### src/rotated_volume_trilinear_sampler_defines.svh
// assertion macros for the volume sampler
`ifndef ROTATED_VOLUME_TRILINEAR_SAMPLER_DEFINES_SVH
`define ROTATED_VOLUME_TRILINEAR_SAMPLER_DEFINES_SVH

`define RVTS_ASSERT_IMPL(label, clk, rst, ante, cons, msg) \
   label: assert property (@(posedge clk) disable iff (rst) (ante) |-> (cons)) \
      else $error(msg);

`define RVTS_ASSERT_NEXT(label, clk, rst, ante, cons, msg) \
   label: assert property (@(posedge clk) disable iff (rst) (ante) |=> (cons)) \
      else $error(msg);

`endif

### src/rvts_lerp.sv
module rvts_lerp #(
   parameter int VOXEL_BITS = 16,
   parameter int FRAC_BITS = 14
) (
   input  logic                  clock,
   input  logic                  enable,
   input  logic [VOXEL_BITS-1:0] a,
   input  logic [VOXEL_BITS-1:0] b,
   input  logic [FRAC_BITS-1:0]  f,
   output logic [VOXEL_BITS-1:0] y
);
   localparam int PW = VOXEL_BITS + FRAC_BITS + 1;
   logic [PW-1:0] sum;
   logic [FRAC_BITS:0] fb;

   always_comb begin
      fb = (FRAC_BITS+1)'(1) << FRAC_BITS;
      fb = fb - {1'b0, f};
      sum = PW'(a) * PW'(fb) + PW'(b) * PW'(f);
   end

   always_ff @(posedge clock) begin
      if (enable) begin
         y <= sum[FRAC_BITS +: VOXEL_BITS];
      end
   end
endmodule

### config.mk
export PLATFORM = sky130hd
export DESIGN_NAME = rvts_lerp
export DESIGN_NICKNAME = d
export VERILOG_FILES = /design/src/rotated_volume_trilinear_sampler_defines.svh /design/src/rvts_lerp.sv
export SDC_FILE = /design/constraint.sdc
export NUM_CORES = 1
export LEC_CHECK = 0
export BUFFER_PORTS_ARGS = -buffer_cell sky130_fd_sc_hd__clkbuf_2
export CAP_MARGIN = 20
export CORE_MARGIN = 4
export CORE_UTILIZATION = 35
export CTS_BUF_LIST = sky130_fd_sc_hd__clkbuf_16
export DETAILED_ROUTE_END_ITERATION = 7
export HOLD_SLACK_MARGIN = 0.06
export SLEW_MARGIN = 10
export SYNTH_ARGS = -nofsm -noshare
export SYNTH_HDL_FRONTEND = slang
export SYNTH_SLANG_ARGS = --single-unit
### constraint.sdc
create_clock -name clock -period 23.1 [get_ports clock]
set_input_delay 4.62 -clock clock [delete_from_list [all_inputs] [get_ports clock]]
set_output_delay 4.62 -clock clock [all_outputs]
set_load 0.005 [all_outputs]
==> impl_metrics.tcl <==
set metrics [dict create \
    synth-xor-area-share_pct 1.806 \
    post-route-cell-area_um2 16780 \
    drive_gt1_share_pct 5.663 \
    startpoint "f[0]" \
    first_pass_iters 7 \
    largest_register_ffs 16 \
    fillers 4499 \
    vias_per_cell 4.739 \
    clock-sinks 16 \
    grt_use_met3_pct 3.141 \
    nets 2325 \
    tns_ns 0 \
    drc_errors 0 \
    crit_arrival_ns 13.14 \
    post_dp_cell_area_um2 16660 \
    cp_max_fo 33 \
    synth_area_per_cell_um2 9.254 \
    relSlewSlack_pct 28.65 \
    critPathMaxStageDelay_ns 0.82 \
    period_share_pct 56.93 \
    synth_top_family_by_area "adder cells" \
    wl_per_cell_um 16.93 \
    vias 10920 \
    ys_ff_latch 16 \
    synth-edff-count 16 \
    hp-class "input pin to register" \
    die_x_um 220.9 \
    drt_first_iter_violations 474 \
    grtUsageMet2_pct 27.72 \
    worst_path_max_delay_cell "xor2_1" \
    maxCapViolCount 0 \
    ys_warn_count 0 \
    busiest_layer "met2" \
    grt_pass1_vias 12120 \
    start_util_pct 35.64 \
    path_common_cell "fa_1" \
    clock.fmax_mhz 76.04 \
    ios 64 \
    gp_congestion 0.8307 \
    synth_area_um2 15860 \
    worst_slew_pin_slew_ns 1.065 \
    period_needed_ns 13.15 \
    grt_pass1_wl_um 65890 \
    htreeDepth 1 \
    place.port_buffers 63 \
    regMostFlops "y" \
    clockBufferDepth 2 \
    die_y_um 220.9 \
    reg_top3 "y x16" \
    rsz0062_at_grt "no" \
    routed_wl_um 39020 \
    synth_compound_area_share_pct 2.587 \
    grt_max_degree 34 \
    seq_area_frac_synth_pct 3.029 \
    dp_hpwl_um 33720 \
    crit_type "input pin to register" \
    synthAdderAreaFrac_pct 63.25 \
    cts-resized-gates 0 \
    setup_violations 0 \
    synthSimpleGateAreaFrac_pct 16.88 \
    path_buf_inv 6 \
    slew_viol_final 0 \
    synth-main-ff-cell "edfxtp_1" \
    endpoint_kind "register" \
    outcome "finished clean" \
    crit_end "y[14]" \
    syn_nets 2325 \
    numCtsBuffers 3 \
    die_area_um2 48790 \
    cp-start-kind "input pin" \
    synth.most_common_cell "inv_1" \
    finalHoldViolations 0 \
    postCtsSetupBuffers 0 \
    synth_top_area_cell "fa_1" \
    critPathRequiredTime_ns 23.09 \
    antenna_found_initial 0 \
    areaGrowthSynthToFinish_pct 5.806 \
    grt_use_total_pct 16.57 \
    met1_usage_pct 22.73 \
    n_antenna_cell 0 \
    row_count 77 \
    overflow 0 \
    async_flop_share_pct 0 \
    ys_types 57 \
    cts_tree "yes" \
    core-area_um2 44510 \
    synth_top_cell_area_share_pct 50.23 \
    ant_nets 0 \
    synth.area.top_cells "fa_1, ha_1, inv_1" \
    synth_mux_area_share_pct 0.06311 \
    clkSlewWorstSetupHoldPaths_ns 0.06 \
    cp_top_family "adder cells" \
    synth_common_cells "inv_1, fa_1, nand2_1, and2_1, ha_1" \
    cp.depth 28 \
    cts_hold_buf 0 \
    syn_inst 1714 \
    clockRootBuffer "clkbuf_16" \
]
-- area by class of cell --
class	count	area (um2)	share of cell area, %
Clock buffer	3	75.07	0.4473
Multi-Input combinational cell	1182	13450	80.12
Sequential cell	16	480.5	2.863
Clock inverter	1	3.754	0.02237
Tap cell	592	740.7	4.414
Inverter	441	1655	9.864
Timing Repair Buffer	70	380.4	2.266
-- worst min-delay path by stage --
stage	end	slack, ns	depth (start not counted)	startpoint
after global routing	y[10]	4.98	1	enable
after global placement	y[11]	5.04	1	y[11]
after CTS	y[11]	4.95	1	enable
after floorplan	y[0]	4.73	0	enable
final	y[12]	4.92	1	enable
after detailed placement	y[11]	5.03	1	y[11]
-- metrics by stage --
step	worst slack [ns]	std cells	hold slack (ns)	utilization (%)
global placement	9.376	2296	5.041	37.40
floorplan	10.93	1714	4.733	-
finish	9.949	2305	4.919	37.70
global route	9.360	2305	4.980	37.70
CTS	9.717	2301	4.948	37.61
detailed placement	9.443	2297	5.030	37.43
-- cells in the final DEF (no fill, tap or decap), types with 2 or more instances in the layout --
cell         n
o21a_1       5
a21o_1       9
buf_6        2
nor2_1      17
o21bai_1     2
o21ai_1      2
clkbuf_2    63
nand3_1      8
and2_1     211
and2_4       8
xnor2_2      4
xor2_2       2
edfxtp_1    16
buf_4        4
o31a_1       2
o21ai_0      9
fa_1       398
nand2_1    252
nand2b_1     4
nand2_2      2
nor3b_1      2
nand4_1      3
xor2_1       5
a31oi_1      2
clkbuf_16    3
nor3_1       3
xnor2_1     20
ha_1       165
o211ai_1     2
inv_1      441
a21oi_1     17
a211oi_1     2
-- metal layers --
layer	vias to the layer above	share of wire (%)
met2	261	48
met5	-	0
li1	4933	-
met4	0	1.9
met3	50	6.2
met1	5679	44
-- kinds of logic (layout without fill, tap and decap cells) --
group	Yosys count	in the layout
adders and majority gates	563	563
and+or+nand+nor	525	525
buffers and inverters	516	515
AOI/OAI and AO/OA	62	62
xor gates and xnor gates	31	31
DFF	16	16
muxes	1	1
Power is not shown: default switching activity piles up to over one toggle a cycle in this logic, so the estimate is an artifact.
